### src/sv/pmq_pkg.sv
// ----------------------------------------------------------------------------
// pmq_pkg: shared types and constants for the priority message queue
// Scan token carried along the cell chain, clear broadcast, status and
// register index codes, controller states.
// ----------------------------------------------------------------------------
package pmq_pkg;

  // Largest message body in bytes
  localparam int unsigned MSG_BYTES = 8;

  // Field widths fixed by the interface
  localparam int unsigned PRIO_W  = 5;
  localparam int unsigned LEN_W   = 4;
  localparam int unsigned SEQ_W   = 32;
  localparam int unsigned DATA_W  = 64;
  localparam int unsigned COUNT_W = 5;
  localparam int unsigned STAT_W  = 2;

  // Result status codes
  localparam logic [STAT_W-1:0] STAT_OK          = 2'd0;
  localparam logic [STAT_W-1:0] STAT_SIZE_ERR    = 2'd1;
  localparam logic [STAT_W-1:0] STAT_WOULD_BLOCK = 2'd2;

  // Configuration register indexes
  localparam logic CFG_MSG_SIZE = 1'b0;
  localparam logic CFG_MAX_MSGS = 1'b1;

  // Request types
  localparam logic REQ_SEND = 1'b0;
  localparam logic REQ_RECV = 1'b1;

  // Token handed from cell to cell, one hop per cycle.
  // send: hit means a free cell has claimed the message.
  // receive: hit means prio/len/seq/data hold the best candidate so far.
  typedef struct packed {
    logic              valid;
    logic              recv;
    logic              hit;
    logic [PRIO_W-1:0] prio;
    logic [LEN_W-1:0]  len;
    logic [SEQ_W-1:0]  seq;
    logic [DATA_W-1:0] data;
  } pmq_tok_t;

  // Broadcast that frees the entry holding the given sequence number
  typedef struct packed {
    logic             en;
    logic [SEQ_W-1:0] seq;
  } pmq_clr_t;

  // Controller states
  typedef enum logic {
    ST_IDLE,
    ST_SCAN
  } pmq_state_t;

endpackage

### src/sv/pmq_cell.sv
// ----------------------------------------------------------------------------
// pmq_cell: one queue entry of the cell chain
// Holds one message; claims a passing send token when free, replaces the
// candidate of a passing receive token when it ranks higher, and frees
// itself on a matching clear broadcast.
// ----------------------------------------------------------------------------
module pmq_cell (
  input  logic             clk,
  input  logic             rst_n,
  input  logic             below_cap,
  input  pmq_pkg::pmq_tok_t tok_i,
  input  pmq_pkg::pmq_clr_t clr_i,
  output pmq_pkg::pmq_tok_t tok_o
);

  logic                          used_r, used_nxt;
  logic [pmq_pkg::PRIO_W-1:0]    prio_r;
  logic [pmq_pkg::LEN_W-1:0]     len_r;
  logic [pmq_pkg::SEQ_W-1:0]     seq_r;
  logic [pmq_pkg::DATA_W-1:0]    data_r;
  pmq_pkg::pmq_tok_t             tok_r, tok_nxt;
  logic                          claim;
  logic                          better;
  logic [pmq_pkg::SEQ_W-1:0]     seq_diff;

  // Claim: first free cell below capacity takes the message
  assign claim = tok_i.valid && !tok_i.recv && !tok_i.hit && !used_r && below_cap;

  // Rank: higher priority wins, then older sequence (wrapped difference)
  assign seq_diff = tok_i.seq - seq_r;
  always_comb begin
    better = 1'b0;
    if (used_r) begin
      if (!tok_i.hit) begin
        better = 1'b1;
      end else if (prio_r > tok_i.prio) begin
        better = 1'b1;
      end else if (prio_r == tok_i.prio) begin
        better = (seq_diff != '0) && !seq_diff[pmq_pkg::SEQ_W-1];
      end
    end
  end

  // Next token and occupancy
  always_comb begin
    tok_nxt  = tok_i;
    used_nxt = used_r;
    if (claim) begin
      tok_nxt.hit = 1'b1;
      used_nxt    = 1'b1;
    end else if (tok_i.valid && tok_i.recv && better) begin
      tok_nxt.hit  = 1'b1;
      tok_nxt.prio = prio_r;
      tok_nxt.len  = len_r;
      tok_nxt.seq  = seq_r;
      tok_nxt.data = data_r;
    end
    if (clr_i.en && used_r && (seq_r == clr_i.seq)) begin
      used_nxt = 1'b0;
    end
  end

  // Control state
  always_ff @(posedge clk) begin
    if (!rst_n) begin
      used_r <= 1'b0;
      tok_r  <= '0;
    end else begin
      used_r <= used_nxt;
      tok_r  <= tok_nxt;
    end
  end

  // Entry contents, written on claim
  always_ff @(posedge clk) begin
    if (claim) begin
      prio_r <= tok_i.prio;
      len_r  <= tok_i.len;
      seq_r  <= tok_i.seq;
      data_r <= tok_i.data;
    end
  end

  assign tok_o = tok_r;

endmodule

### config.mk
export PLATFORM = sky130hd
export DESIGN_NAME = pmq_cell
export DESIGN_NICKNAME = d
export VERILOG_FILES = /design/src/sv/pmq_pkg.sv /design/src/sv/pmq_cell.sv
export SDC_FILE = /design/constraint.sdc
export NUM_CORES = 1
export LEC_CHECK = 0
export ABC_AREA = 1
export BUFFER_PORTS_ARGS = -buffer_cell sky130_fd_sc_hd__buf_2
export CORE_UTILIZATION = 45
export DETAILED_ROUTE_END_ITERATION = 7
export PLACE_DENSITY = 0.8
export REMOVE_ABC_BUFFERS = 1
export SETUP_SLACK_MARGIN = 0.3
export SLEW_MARGIN = 10
export SYNTH_ARGS = -nofsm -noshare
export SYNTH_HDL_FRONTEND = slang
export SYNTH_SLANG_ARGS = --single-unit
### constraint.sdc
create_clock -name clk -period 4.2 [get_ports clk]
set_input_delay 1.26 -clock clk [delete_from_list [all_inputs] [get_ports clk]]
set_output_delay 1.26 -clock clk [all_outputs]
set_load 0.005 [all_outputs]
Word level (Yosys, flattened, before mapping)
Cells that the tools add are included.
{"block": "word_totals", "latchBits": 0, "ff_bits": 214, "ram_bits": 0, "word_cells": 39, "n_memories": 0, "romBits": 0}
{"block": "op_classes", "eq_ne": 2, "bitwise": 1, "n_mux": 7, "n_addsub": 1, "reduce_logical": 15, "magnitude_cmp": 1, "div": 0, "multipliers": 0, "n_shift": 0}
{"cell": "$mux W106", "n": 1}
{"cell": "$mux W105", "n": 1}
{"cell": "$eq A32 B32 Y1", "n": 1}
{"cell": "$reduce_bool A32 Y1", "n": 1}
{"cell": "$sub A32 B32 Y32", "n": 1}
{"cell": "$logic_and A1 B1 Y1", "n": 9}
{"cell": "$eq A5 B5 Y1", "n": 1}
{"cell": "$gt A5 B5 Y1", "n": 1}
{"cell": "$mux W1", "n": 5}
{"cell": "$logic_not A1 Y1", "n": 4}
{"cell": "$reduce_or A2 Y1", "n": 1}
{"cell": "$not A1 Y1", "n": 1}

Depth between registers and ports, before layout
{"block": "depth", "depth_word": 10, "mapped_depth": 24, "depth_no_buf": 22}

Worst setup path before layout
OpenSTA, ideal clock, no wires.
{"block": "synth_timing", "path_kind": "in2reg", "start": "input tok_i[105] (netlist name)", "end": "register used_r", "arrival_time_ns": 3.939, "cell_stages": 5, "path_slack_ns": 0.176, "path_buffers": 0, "setup_time_ns": 0.085, "path_cell_list": "inv_1 -> nand4_1 -> inv_1 -> o21ai_0 -> a41oi_1"}
{"block": "synth_via", "elab_chain_len": 4}
{"element": "from (decl)", "line": "pmq_cell.sv:11", "source": "input pmq_pkg::pmq_tok_t tok_i,"}
{"element": "$logic_not A1 Y1"}
{"element": "$logic_and A1 B1 Y1 (3 in a row)", "line": "pmq_cell.sv:27", "source": "assign claim = tok_i.valid && !tok_i.recv && !tok_i.hit && !used_r && below_cap;"}
{"element": "named net claim", "line": "pmq_cell.sv:22", "source": "logic claim;"}
{"element": "to (signal assigned)", "line": "pmq_cell.sv:69", "source": "used_r <= used_nxt;"}
{"element": "to (decl)", "line": "pmq_cell.sv:16", "source": "logic used_r, used_nxt;"}
The timed path passes the listed nets, and every way through them passes these cells.
A chain may end at the register's enable or synchronous reset.

Worst setup path in the final report
{"block": "layout_timing", "start": "input tok_i[73] (netlist name)", "end": "register tok_r (netlist bit tok_o[53])"}
{"block": "layout_via", "elab_chain_len": 10, "elab_cells_between_ends": 11, "cone_classes": "1 x add/sub; 6 x mux; 4 x reduce/logical"}
{"element": "$sub A32 B32 Y32 (*)", "line": "pmq_cell.sv:30", "source": "assign seq_diff = tok_i.seq - seq_r;"}
{"element": "$reduce_bool A32 Y1 or $logic_not A1 Y1 (tied branches)", "line": "pmq_cell.sv:39", "source": "better = (seq_diff != '0) && !seq_diff[pmq_pkg::SEQ_W-1];"}
{"element": "$logic_and A1 B1 Y1 (*)", "line": "pmq_cell.sv:39"}
{"element": "$mux W1 (*)", "line": "pmq_cell.sv:38", "source": "end else if (prio_r == tok_i.prio) begin"}
{"element": "$mux W1 (*)", "line": "pmq_cell.sv:36", "source": "end else if (prio_r > tok_i.prio) begin"}
{"element": "$mux W1 (*)", "line": "pmq_cell.sv:34", "source": "if (!tok_i.hit) begin"}
{"element": "$mux W1 (*)", "line": "pmq_cell.sv:33", "source": "if (used_r) begin"}
{"element": "$logic_and A1 B1 Y1 (*)", "line": "pmq_cell.sv:51", "source": "end else if (tok_i.valid && tok_i.recv && better) begin"}
{"element": "$mux W106 (*)", "line": "pmq_cell.sv:51"}
{"element": "$mux W105 (*)", "line": "pmq_cell.sv:48", "source": "if (claim) begin"}
{"element": "to (signal assigned)", "line": "pmq_cell.sv:70", "source": "tok_r <= tok_nxt;"}
{"element": "to (decl)", "line": "pmq_cell.sv:21", "source": "pmq_pkg::pmq_tok_t tok_r, tok_nxt;"}
Mark *: on every way between the ends. The rest lies on a longest branch, timed or not.

==> flow_metrics.py <==
metrics = {
    "status": {
        "outcome": "complete, no violations",
    },
    "worst_setup_path": {
        "rr_endpoint": "tok_o[53]",
        "reg2regPathDepth": 16,
        "rrSetupSlack_ps": 860,
        "crit_path_max_fanout": 7,
        "data_arrival_time_of_the_worst_path_ps": 4200,
        "critPathRequiredTime_ps": 4630,
        "startpoint_class": "input port",
        "worstSetupEndpointType": "flip-flop",
        "path_class": "input port to flip-flop",
        "worst_setup_path_startpoint": "tok_i[73]",
        "r2r-start": "seq_r[9]",
    },
    "hold_path": {
        "hold_class": "flip-flop to flip-flop",
        "hold_ep": "tok_o[61]",
        "worst_hold_startpoint": "data_r[61]",
        "whs_path_depth": 4,
    },
    "die": {
        "count_of_pins_on_the_block_boundary": 252,
        "initial_utilization_pct": 45.8,
        "core_um2": 25100,
        "die_height_um": 162,
        "dieWidth_um": 162,
        "die_area_um2": 26200,
        "rows": 58,
    },
    "clock_network": {
        "cts_root_buf": "sky130_fd_sc_hd__clkbuf_16",
        "clk-insertion-delay-late_ps": 510,
        "htree_num_levels": 1,
        "cts_buffer_depth": 3,
        "clkSinkCount": 214,
        "cts_tree": "yes",
        "path_clk_slew_ps": 60,
        "cts-buffers-inserted": 25,
        "cts_hold_buf": 0,
    },
    "pwr": {
        "total_power_mw": 5.27,
        "power_density_nw_per_um2": 365,
        "cellLeakagePower_nw": 6.99,
        "vdd.ir_drop.worst_v": 0.000361,
    },
    "sta": {
        "setup_ws_ps": 434,
        "worst_slew_margin_rel_pct": 1.66,
        "report.final.slew_viol_count": 0,
        "max_freq_mhz": 266,
        "final.setup_skew_ps": 14.9,
        "hold_viol": 0,
        "rsz_0062_raised_after_global_routing": "no",
        "timing_worst_slew_pin_value_ps": 1480,
        "period_share_pct": 89.7,
        "finalSetupViolCount": 0,
        "period_minus_slack_ps": 3770,
    },
    "drt": {
        "detailroute.via_count": 10300,
        "number_of_vias_per_cell": 5.12,
        "wl_per_cell_um": 16.9,
        "routed_wirelength_mm": 34.2,
        "drt_iter0_drc": 870,
        "ant_nets": 0,
        "route.met2.wl_mm": 16.6,
        "drc": 0,
        "route.met3.wl_mm": 2.37,
        "highest-signal-layer": "met4",
        "wl_met1_mm": 13.5,
        "first_pass_iters": 5,
    },
    "synth": {
        "post_synth.cell_area_avg_um2": 8.17,
        "post_synth_inst_count": 1406,
        "synth.yosys.warnings": 0,
        "synthDistinctLibCells": 41,
        "synthDominantAreaCellType": "sky130_fd_sc_hd__edfxtp_1",
        "seq_area_frac_synth_pct": 46.4,
        "synth.cell_area_um2": 11500,
        "synthDominantCellAreaShare_pct": 27.4,
        "postSynthRegisterBits": 214,
        "yosys-top-cells-area": "sky130_fd_sc_hd__edfxtp_1 (27%), sky130_fd_sc_hd__dfxtp_1 (19%), sky130_fd_sc_hd__nand2_1 (11%)",
    },
    "global_routing": {
        "first_global_vias": 9676,
        "grt_pass1_wl_mm": 48.9,
        "grt_max_degree": 64,
        "track_usage_pct": 23.6,
        "overflow": 0,
        "antenna_found_initial": 5,
    },
    "place": {
        "finalWeightedCongestion": 0.962,
        "detailed_place_hpwl_mm": 23.2,
        "placement.setup.worst_slack_ps": 17.7,
        "place.port_buffers": 251,
    },
    "flow_run": {
        "maxCapViolations": 0,
    },
    "cells_and_area": {
        "layout-drive-gt1-share_pct": 27.6,
        "finalNetCount": 1849,
        "area_growth_from_synthesis_to_layout_pct": 25.5,
    },
}
==> worst max-delay path, stage by stage <==
cell and delay, ps:
sky130_fd_sc_hd__buf_2 120, sky130_fd_sc_hd__ha_1 400, sky130_fd_sc_hd__nand2_2 140, sky130_fd_sc_hd__inv_1 50
sky130_fd_sc_hd__a21oi_2 220, sky130_fd_sc_hd__nor2_1 90, sky130_fd_sc_hd__o21ai_1 190, sky130_fd_sc_hd__nand3_1 130
sky130_fd_sc_hd__a21oi_1 280, sky130_fd_sc_hd__xor2_1 110, sky130_fd_sc_hd__nor2_1 250, sky130_fd_sc_hd__nand2_4 200
sky130_fd_sc_hd__nand2_4 270, sky130_fd_sc_hd__clkbuf_16 220, sky130_fd_sc_hd__a21oi_1 70, sky130_fd_sc_hd__nor2_1 180
==> cells in the final DEF (no fill, tap or decap), drive strengths merged, types with 17 or more instances in the layout <==
cell,n
a21oi,133
xor2,17
nand3,149
inv,229
ha,36
edfxtp,105
dfxtp,109
buf,279
nor2,171
clkbuf,51
nand2,341
==> state kept, by name, summed over array words and instances, names as in the netlist <==
signal,count
tok_o,108
data_r,64
seq_r,32
prio_r,5
len_r,4
used_r,1
==> layout make-up <==
cell class | count | area, um2
clock buffers | 39 | 771
diodes | 5 | 12.5
multi-input cells | 910 | 5010
flip-flops and latches | 214 | 5340
inverters | 226 | 858
clock inverters | 6 | 38.8
well taps | 330 | 413
repair buffers | 291 | 1980
fillers | 2183 | 10700
==> worst max-delay path by stage <==
stage	end	slack (ps)
3_3_place_gp	tok_o[82]	50
4_1_cts	tok_o[62]	530
6_report	tok_o[53]	430
3_5_place_dp	tok_o[56]	20
2_1_floorplan	tok_o[52]	-1920
5_1_grt	tok_o[28]	220
==> through the flow <==
step	cells	hold slack [ps]	cell area, um2	utilization, %	setup TNS [ps]
final	2021	558	14400	57.4	0
after global routing	2021	593	14400	57.4	0
after CTS	1991	564	13900	55.2	0
after detailed placement	1946	548	13000	51.9	0
after global placement	1946	531	13000	51.9	0
after floorplan	1347	504	11100	-	-200940
==> cells in the mapped netlist, drive strengths merged <==
master   number
ha           36
nand3b        3
nor3          4
nand3       149
xnor2         6
and3          1
and2          2
dfxtp       109
xor2         17
a21oi       133
o2111ai       3
edfxtp      105
inv         226
o221ai        1
o21bai        2
a21o          1
nor4          5
o21ai         6
or2           1
a21boi        1
a211oi        1
fa            1
nor2        171
nand4        13
buf          50
o22ai         5
nand2       338
clkbuf        9
a221oi        3
a31oi         1
o211ai        2
a41oi         1
==> report_power, final <==
group	internal, mW	leakage [nW]	switching [mW]
sequential	2.28	1.86	0.0282
clock	1.26	0.402	0.841
combinational	0.348	4.73	0.507
total	3.89	6.99	1.38
==> kinds of logic after synthesis <==
group / after synthesis / synth area share (%)
flip-flops: 214 / 46.4
AND/OR/NAND/NOR: 687 / 29.3
XOR/XNOR: 23 / 1.75
adder cells (fa/ha/maj): 37 / 4.09
buffers and inverters: 285 / 10.9
AO/OA/AOI/OAI: 160 / 7.51
==> routing by layer <==
| layer | track usage, % | vias up |
|---|---|---|
| met5 | 0 | - |
| met2 | 41.5 | 438 |
| met4 | 11.0 | 0 |
| met3 | 3.47 | 101 |
| met1 | 28.3 | 4753 |
| li1 | - | 5049 |
==> what timing repair did <==
item,CTS,global route
gates resized for setup,0,23
endpoints found under the setup margin,0,98
setup buffers,0,5
No activity file was read; power rests on OpenSTA's default activity.
